==> config.mk <==
export PLATFORM = sky130hd
export DESIGN_NAME = circular_deque_core
export DESIGN_NICKNAME = d
export VERILOG_FILES = /design/src/rtl/cdq_pkg.sv /design/src/rtl/circular_deque_core.sv /design/src/rtl/cdq_cell.sv
export SDC_FILE = /design/constraint.sdc
export NUM_CORES = 2
export LEC_CHECK = 0
export BUFFER_PORTS_ARGS = -buffer_cell sky130_fd_sc_hd__buf_4
export CAP_MARGIN = 20
export CELL_PAD_IN_SITES_DETAIL_PLACEMENT = 0
export CELL_PAD_IN_SITES_GLOBAL_PLACEMENT = 1
export CORE_UTILIZATION = 53
export DETAILED_ROUTE_END_ITERATION = 10
export GPL_TIMING_DRIVEN = 0
export PLACE_DENSITY = 0.88
export REMOVE_ABC_BUFFERS = 1
export SYNTH_ARGS = -nofsm -noshare
export SYNTH_HDL_FRONTEND = slang
export SYNTH_SLANG_ARGS = --single-unit
==> constraint.sdc <==
create_clock -name clk -period 10.5 [get_ports clk]
set_input_delay 1.05 -clock clk [delete_from_list [all_inputs] [get_ports clk]]
set_output_delay 1.05 -clock clk [all_outputs]
set_load 0.05 [all_outputs]
==> src/rtl/cdq_pkg.sv <==
//------------------------------------------------------------------------------
// cdq_pkg
// Shared widths, operation and status codes, and the control bundle that
// steers the storage cells of the circular deque.
//------------------------------------------------------------------------------
`default_nettype none

package cdq_pkg;

	localparam int DEPTH  = 16;
	localparam int DATA_W = 64;
	localparam int IDX_W  = $clog2(DEPTH);
	localparam int CNT_W  = $clog2(DEPTH + 1);
	localparam int KIND_W = 3;
	localparam int STAT_W = 2;
	localparam int ADDR_W = 3;
	localparam int PDATA_W = 32;

	localparam logic [KIND_W-1:0] KIND_PUSH_BACK  = 3'd0;
	localparam logic [KIND_W-1:0] KIND_PUSH_FRONT = 3'd1;
	localparam logic [KIND_W-1:0] KIND_POP_FRONT  = 3'd2;
	localparam logic [KIND_W-1:0] KIND_POP_BACK   = 3'd3;
	localparam logic [KIND_W-1:0] KIND_CLEAR      = 3'd4;

	localparam logic [STAT_W-1:0] STAT_DONE  = 2'd0;
	localparam logic [STAT_W-1:0] STAT_FULL  = 2'd1;
	localparam logic [STAT_W-1:0] STAT_EMPTY = 2'd2;

	localparam logic [0:0] REG_CAPACITY = 1'b0;
	localparam logic [CNT_W-1:0] CAP_RESET = CNT_W'(DEPTH);

	typedef struct packed {
		logic             wr_en;
		logic [IDX_W-1:0] wr_idx;
		logic [IDX_W-1:0] head;
		logic [IDX_W-1:0] tail;
	} cell_ctrl_t;

endpackage

`default_nettype wire

==> src/rtl/circular_deque_core.sv <==
//------------------------------------------------------------------------------
// circular_deque_core
// Double-ended queue in a circular store with a configurable capacity.
//------------------------------------------------------------------------------
// Each input item (kind, value) is one operation: push back, push front,
// pop front, pop back or clear. Each item yields exactly one result item with
// the status, the front and back elements after the operation (-1 when
// empty), the element count and an empty flag.
// The indices and the count update in the cycle the item is accepted. The
// front and back elements then travel down the row of 16 storage cells, one
// cell per cycle, and the result is loaded from the last cell into the output
// register; the block takes no new item while one is still in that cell row.
// A new item is taken as soon as the previous one has left the cell row,
// even while its result still waits in the output register; if that result
// is still not taken when the next one is ready, the block holds.
// The capacity register sits at address 0 of the APB port, resets to 16 and
// is written by the user only while the block is idle; the block does not enforce it.
// Reset empties the deque and zeroes both indices; slots stay undefined until written.
//------------------------------------------------------------------------------
`default_nettype none

module circular_deque_core (
	input  wire                            clk,
	input  wire                            arst_n,
	input  wire                            psel,
	input  wire                            penable,
	input  wire                            pwrite,
	input  wire  [cdq_pkg::ADDR_W-1:0]     paddr,
	input  wire  [cdq_pkg::PDATA_W-1:0]    pwdata,
	output logic [cdq_pkg::PDATA_W-1:0]    prdata,
	output logic                           pready,
	input  wire                            in_valid,
	output logic                           in_ready,
	input  wire  [cdq_pkg::KIND_W-1:0]     kind,
	input  wire  [cdq_pkg::DATA_W-1:0]     value,
	output logic                           out_valid,
	input  wire                            out_ready,
	output logic [cdq_pkg::STAT_W-1:0]     status,
	output logic [cdq_pkg::DATA_W-1:0]     front_value,
	output logic [cdq_pkg::DATA_W-1:0]     back_value,
	output logic [cdq_pkg::CNT_W-1:0]      count,
	output logic                           is_empty
);

	typedef enum logic [1:0] {
		ST_IDLE  = 2'b01,
		ST_SWEEP = 2'b10
	} state_t;

	state_t                        state_q;
	logic [cdq_pkg::CNT_W-1:0]     cap_q;
	logic [cdq_pkg::IDX_W-1:0]     head_q;
	logic [cdq_pkg::IDX_W-1:0]     tail_q;
	logic [cdq_pkg::CNT_W-1:0]     fill_q;
	logic [cdq_pkg::CNT_W-1:0]     sweep_q;
	logic [cdq_pkg::STAT_W-1:0]    op_stat_q;

	logic                          out_valid_q;
	logic [cdq_pkg::STAT_W-1:0]    status_q;
	logic [cdq_pkg::DATA_W-1:0]    front_q;
	logic [cdq_pkg::DATA_W-1:0]    back_q;
	logic [cdq_pkg::CNT_W-1:0]     count_q;
	logic                          empty_q;

	logic                          cfg_wr;
	logic                          accept;
	logic                          load_out;
	logic [cdq_pkg::CNT_W-1:0]     cap_eff;
	logic [cdq_pkg::CNT_W-1:0]     head_inc;
	logic [cdq_pkg::CNT_W-1:0]     tail_inc;
	logic [cdq_pkg::IDX_W-1:0]     head_next_idx;
	logic [cdq_pkg::IDX_W-1:0]     head_prev_idx;
	logic [cdq_pkg::IDX_W-1:0]     tail_next_idx;
	logic [cdq_pkg::IDX_W-1:0]     tail_prev_idx;
	logic [cdq_pkg::IDX_W-1:0]     head_d;
	logic [cdq_pkg::IDX_W-1:0]     tail_d;
	logic [cdq_pkg::CNT_W-1:0]     fill_d;
	logic [cdq_pkg::STAT_W-1:0]    stat_d;
	logic                          wr_en_d;
	logic [cdq_pkg::IDX_W-1:0]     wr_idx_d;
	cdq_pkg::cell_ctrl_t           ctrl;

	logic [cdq_pkg::DATA_W-1:0]    front_chain [cdq_pkg::DEPTH+1];
	logic [cdq_pkg::DATA_W-1:0]    back_chain  [cdq_pkg::DEPTH+1];

	// configuration port
	assign pready = 1'b1;
	assign cfg_wr = psel && penable && pwrite && (paddr[2] == cdq_pkg::REG_CAPACITY);
	assign prdata = (paddr[2] == cdq_pkg::REG_CAPACITY)
		? cdq_pkg::PDATA_W'(cap_q) : '0;

	always_ff @(posedge clk or negedge arst_n) begin
		if (!arst_n) begin
			cap_q <= cdq_pkg::CAP_RESET;
		end else if (cfg_wr) begin
			cap_q <= pwdata[cdq_pkg::CNT_W-1:0];
		end
	end

	// clamp capacity to 1..DEPTH
	always_comb begin
		priority if (cap_q == '0) begin
			cap_eff = cdq_pkg::CNT_W'(1);
		end else if (cap_q > cdq_pkg::CNT_W'(cdq_pkg::DEPTH)) begin
			cap_eff = cdq_pkg::CNT_W'(cdq_pkg::DEPTH);
		end else begin
			cap_eff = cap_q;
		end
	end

	// wrap forward at capacity, wrap back from 0 to capacity-1
	assign head_inc      = cdq_pkg::CNT_W'(head_q) + cdq_pkg::CNT_W'(1);
	assign tail_inc      = cdq_pkg::CNT_W'(tail_q) + cdq_pkg::CNT_W'(1);
	assign head_next_idx = (head_inc >= cap_eff) ? '0 : head_inc[cdq_pkg::IDX_W-1:0];
	assign tail_next_idx = (tail_inc >= cap_eff) ? '0 : tail_inc[cdq_pkg::IDX_W-1:0];
	assign head_prev_idx = (head_q == '0)
		? cdq_pkg::IDX_W'(cap_eff - cdq_pkg::CNT_W'(1)) : head_q - cdq_pkg::IDX_W'(1);
	assign tail_prev_idx = (tail_q == '0)
		? cdq_pkg::IDX_W'(cap_eff - cdq_pkg::CNT_W'(1)) : tail_q - cdq_pkg::IDX_W'(1);

	always_comb begin
		head_d   = head_q;
		tail_d   = tail_q;
		fill_d   = fill_q;
		stat_d   = cdq_pkg::STAT_DONE;
		wr_en_d  = 1'b0;
		wr_idx_d = '0;
		unique case (kind)
			cdq_pkg::KIND_PUSH_BACK, cdq_pkg::KIND_PUSH_FRONT: begin
				priority if (fill_q >= cap_eff) begin
					stat_d = cdq_pkg::STAT_FULL;
				end else if (fill_q == '0) begin
					head_d   = '0;
					tail_d   = '0;
					fill_d   = cdq_pkg::CNT_W'(1);
					wr_en_d  = 1'b1;
					wr_idx_d = '0;
				end else if (kind == cdq_pkg::KIND_PUSH_BACK) begin
					tail_d   = tail_next_idx;
					fill_d   = fill_q + cdq_pkg::CNT_W'(1);
					wr_en_d  = 1'b1;
					wr_idx_d = tail_next_idx;
				end else begin
					head_d   = head_prev_idx;
					fill_d   = fill_q + cdq_pkg::CNT_W'(1);
					wr_en_d  = 1'b1;
					wr_idx_d = head_prev_idx;
				end
			end
			cdq_pkg::KIND_POP_FRONT, cdq_pkg::KIND_POP_BACK: begin
				if (fill_q == '0) begin
					stat_d = cdq_pkg::STAT_EMPTY;
				end else begin
					if (kind == cdq_pkg::KIND_POP_FRONT) begin
						head_d = head_next_idx;
					end else begin
						tail_d = tail_prev_idx;
					end
					fill_d = fill_q - cdq_pkg::CNT_W'(1);
				end
			end
			cdq_pkg::KIND_CLEAR: begin
				fill_d = '0;
			end
			default: begin
				// unknown kinds change nothing
			end
		endcase
	end

	// sequencing
	assign in_ready = (state_q == ST_IDLE);
	assign accept   = in_valid && in_ready;
	assign load_out = (state_q == ST_SWEEP) && (sweep_q == cdq_pkg::CNT_W'(cdq_pkg::DEPTH))
		&& (!out_valid_q || out_ready);

	always_ff @(posedge clk or negedge arst_n) begin
		if (!arst_n) begin
			state_q   <= ST_IDLE;
			head_q    <= '0;
			tail_q    <= '0;
			fill_q    <= '0;
			sweep_q   <= '0;
			op_stat_q <= cdq_pkg::STAT_DONE;
		end else begin
			unique case (state_q)
				ST_IDLE: begin
					if (accept) begin
						head_q    <= head_d;
						tail_q    <= tail_d;
						fill_q    <= fill_d;
						op_stat_q <= stat_d;
						sweep_q   <= '0;
						state_q   <= ST_SWEEP;
					end
				end
				ST_SWEEP: begin
					if (sweep_q != cdq_pkg::CNT_W'(cdq_pkg::DEPTH)) begin
						sweep_q <= sweep_q + cdq_pkg::CNT_W'(1);
					end else if (load_out) begin
						state_q <= ST_IDLE;
					end
				end
				default: begin
					state_q <= ST_IDLE;
				end
			endcase
		end
	end

	// cell row
	assign ctrl.wr_en  = accept && wr_en_d;
	assign ctrl.wr_idx = wr_idx_d;
	assign ctrl.head   = head_q;
	assign ctrl.tail   = tail_q;

	assign front_chain[0] = '0;
	assign back_chain[0]  = '0;

	for (genvar g = 0; g < cdq_pkg::DEPTH; g++) begin : g_cell
		cdq_cell u_cell (
			.clk       (clk),
			.cell_idx  (cdq_pkg::IDX_W'(g)),
			.ctrl      (ctrl),
			.wr_data   (value),
			.front_in  (front_chain[g]),
			.back_in   (back_chain[g]),
			.front_out (front_chain[g+1]),
			.back_out  (back_chain[g+1])
		);
	end

	// output register
	always_ff @(posedge clk or negedge arst_n) begin
		if (!arst_n) begin
			out_valid_q <= 1'b0;
		end else if (load_out) begin
			out_valid_q <= 1'b1;
		end else if (out_ready) begin
			out_valid_q <= 1'b0;
		end
	end

	always_ff @(posedge clk) begin
		if (load_out) begin
			status_q <= op_stat_q;
			count_q  <= fill_q;
			empty_q  <= (fill_q == '0);
			front_q  <= (fill_q == '0) ? '1 : front_chain[cdq_pkg::DEPTH];
			back_q   <= (fill_q == '0) ? '1 : back_chain[cdq_pkg::DEPTH];
		end
	end

	assign out_valid   = out_valid_q;
	assign status      = status_q;
	assign front_value = front_q;
	assign back_value  = back_q;
	assign count       = count_q;
	assign is_empty    = empty_q;

endmodule

`default_nettype wire

==> src/rtl/cdq_cell.sv <==
//------------------------------------------------------------------------------
// cdq_cell
// One slot of the deque store. Holds its element and passes the front and
// back values along the row, replacing them with its own element when the
// head or tail index points at this slot.
//------------------------------------------------------------------------------
`default_nettype none

module cdq_cell (
	input  wire                            clk,
	input  wire  [cdq_pkg::IDX_W-1:0]      cell_idx,
	input  wire  cdq_pkg::cell_ctrl_t      ctrl,
	input  wire  [cdq_pkg::DATA_W-1:0]     wr_data,
	input  wire  [cdq_pkg::DATA_W-1:0]     front_in,
	input  wire  [cdq_pkg::DATA_W-1:0]     back_in,
	output logic [cdq_pkg::DATA_W-1:0]     front_out,
	output logic [cdq_pkg::DATA_W-1:0]     back_out
);

	logic [cdq_pkg::DATA_W-1:0] slot_q;
	logic [cdq_pkg::DATA_W-1:0] front_q;
	logic [cdq_pkg::DATA_W-1:0] back_q;

	always_ff @(posedge clk) begin
		if (ctrl.wr_en && (ctrl.wr_idx == cell_idx)) begin
			slot_q <= wr_data;
		end
		front_q <= (ctrl.head == cell_idx) ? slot_q : front_in;
		back_q  <= (ctrl.tail == cell_idx) ? slot_q : back_in;
	end

	assign front_out = front_q;
	assign back_out  = back_q;

endmodule

`default_nettype wire
==> metrics.yaml <==
status: "finished clean"
yosysSeqAreaShare_pct: 74.4
hold_violations: 0
antenna_found_initial: 10
rr_endpoint: "g_cell[1].u_cell.slot_q[28]"
timing.final.crit_share_pct: 54.6
finalCriticalPeriod_ps: 5730
ir_drop_mv: 0.211
async_flop_share_pct: 0.865
layoutNonFillerInstCount: 9199
dominantRegCellSynth: "dfxtp_1"
yosysWarningCount: 0
dp_hpwl_um: 136000
cts_tree: "built"
crit_start: "tail_q[2]"
die_h_um: 443
layout_setup_ws_ps: 4770
cp-end-kind: "flop"
cts_repair_resize_count: 0
maxSlewHeadroom_pct: 35.0
cp.depth: 14
p_clk_share_pct: 30.8
first_iter_violations: 3410
report.final.setup_viol: 0
row_count: 161
cp_cell_sequence: "nand3_4 > buf_12 > inv_1 > ha_1 > a21oi_1 > nand2_1 > o31ai_1 > nand4_1 > nor3_2 > buf_6 > buf_6 > buf_6 > buf_6 > buf_6"
p_switching_uw: 8430
cts_hold_buffers: 0
final_cell_mix: "dfxtp_1 (2,048), mux2_2 (1,927), edfxtp_1 (1,160)"
whs_ps: 109
rsz0062_at_grt: "false"
drive_gt1_share_pct: 42.3
pre_cts_slack_ps: 4870
timing.reg2reg.setup_slack_ps: 4770
intPower_uw: 27000
setup_tns_ps: 0
grtUsageTotal_pct: 22.5
post_synth.cell_area_avg_sq_um: 17.2
fin_nets: 6560
ant_nets: 0
maxCapViolations: 0
path_common_cell: "buf_6"
clock_sinks: 3236
insertion_delay_ps: 940
critical_path_buf_inv_count: 7
crit_end: "g_cell[1].u_cell.slot_q[28]"
start_kind: "flop"
reg2reg_depth: 14
hp-class: "input port to async pin"
cts_setup_buffers: 0
pwr-share-comb_pct: 18.9
die_area_sq_um: 196000
wl_per_cell_um: 24.1
areaGrowthSynthToFinish_pct: 16.6
grt_pass1_vias: 53600
path_clk_slew_ps: 60
grt_max_degree: 72
critPathSlowestCell: "dfrtp_1"
synthesis.area_sq_um: 103000
mostFrequentLayoutCell: "dfxtp_1"
routed_via_density: 5.40
finalPower_uw: 35500
drtPass1Iterations: 7
yosys_register_bits: 3236
fmax_mhz: 175
io_pins: 280
syn_inst: 5983
cts-htree-levels: 5
critical_path_peak_fanout: 23
pwr-share-seq_pct: 50.3
swShare_pct: 23.8
clk_path_buf_depth: 4
tightest_slew_ps: 973
routabilityCongestion: 0.733
io_buffers: 222
dp.cells: 8630
power.density_nw_per_um2: 296
core_sq_um: 193000
arrival_ps: 6340
worst_ep_required_time_ps: 11110
die_w_um: 443
leakage_uw: 0.0468
initial_utilization_pct: 53.4
root_buffer: "clkbuf_16"
synth.distinct_cells: 61
drt_wl_total_um: 222000
slowest_delay_ps: 890
critical_path.top_delay_family: "simple AND/OR/NAND/NOR gates"
drv_slew: 0
setup.worst_path.class: "flop to flop"
r2r_start: "tail_q[2]"
fin_skew_ps: 60.3
cts_made_buffers: 317
routed-via-count: 49700
drc: 0
synth_edf_count: 1160
grt_pass1_wl_um: 332000
grt_remaining_overflow: 0
-- routing by layer --
| layer | vias to the layer above | track usage (%) | part of all wire, % |
|---|---|---|---|
| met4 | 4 | 8.32 | 3.1 |
| met3 | 404 | 3.69 | 5.0 |
| met1 | 25500 | 27.1 | 40 |
| li1 | 22400 | - | - |
| met2 | 1379 | 40.3 | 52 |
| met5 | - | 0 | 0.010 |
-- flip-flops by register name, summed over array words and instances, names as in the netlist --
register and count:
sweep_q 5, op_stat_q 2, is_empty 1, status 2, out_valid 1, state_q 2
tail_q 4, front_value 64, g_cell.u_cell.back_out 1024, back_value 64, head_q 4, fill_q 5
g_cell.u_cell.slot_q 1024, g_cell.u_cell.front_out 1024, count 5, cap_q 5
-- synth_stat cells (4+ instances only) --
library cell / count / area, sq um
nor2b_1: 17 / 106
nand4_1: 4 / 25.0
nand3_1: 15 / 75.1
xor2_1: 7 / 61.3
buf_4: 28 / 210
buf_2: 68 / 340
o21ai_0: 13 / 65.1
ha_1: 28 / 350
o31ai_1: 10 / 75.1
buf_1: 5 / 18.8
mux2_2: 1927 / 21700
nand2_1: 49 / 184
edfxtp_1: 1160 / 34800
dfxtp_1: 2048 / 41000
nand2b_1: 134 / 838
inv_1: 19 / 71.3
clkbuf_1: 164 / 616
a221oi_1: 5 / 43.8
xnor2_1: 4 / 35.0
and3_1: 67 / 419
nor3_1: 8 / 40.0
a21oi_1: 20 / 100
nor2_1: 32 / 120
dfrtp_1: 26 / 651
a21o_1: 5 / 37.5
and2_1: 68 / 425
-- power by group through the flow --
stage,Combinational (uW),Sequential (uW),Clock (uW)
2_1_floorplan,4800,17600,0
3_3_place_gp,6470,17900,0
3_5_place_dp,6630,18100,0
4_1_cts,6750,17900,11100
5_1_grt,7140,18100,11600
6_report,6700,17800,10900
-- through the flow --
stage	util [%]	instance area, sq um
3_5_place_dp	57.0	110000
4_1_cts	62.2	120000
2_1_floorplan	-	102000
5_1_grt	62.2	120000
6_report	62.2	120000
3_3_place_gp	55.3	107000
-- logic make-up after synthesis --
family | share of synthesized area (%)
muxes | 21.1
adders and majority gates | 0.340
other | 0.00730
buffers and inverters | 1.23
DFF | 74.4
and+or+nand+nor | 2.31
xor gates and xnor gates | 0.0936
AOI/OAI and AO/OA | 0.525
-- layout make-up --
class,instances,area (sq um)
timing repair buffer,360,4430
antenna,8,20.0
tap,2526,3160
inverter,21,78.8
fill,13000,72800
clock inverter,111,927
clock buffer,450,9210
sequential,3236,76500
multi-input combinational,2487,25600
-- worst min path at each step --
stage / slack, ps / endpoint
after CTS: 60 / fill_q[1]
after global placement: 430 / status[1]
final: 110 / fill_q[4]
after detailed placement: 440 / g_cell[4].u_cell.back_out[62]
after global routing: 100 / fill_q[3]
after floorplan: 420 / status[0]
(Power assumes the default switching activity.)
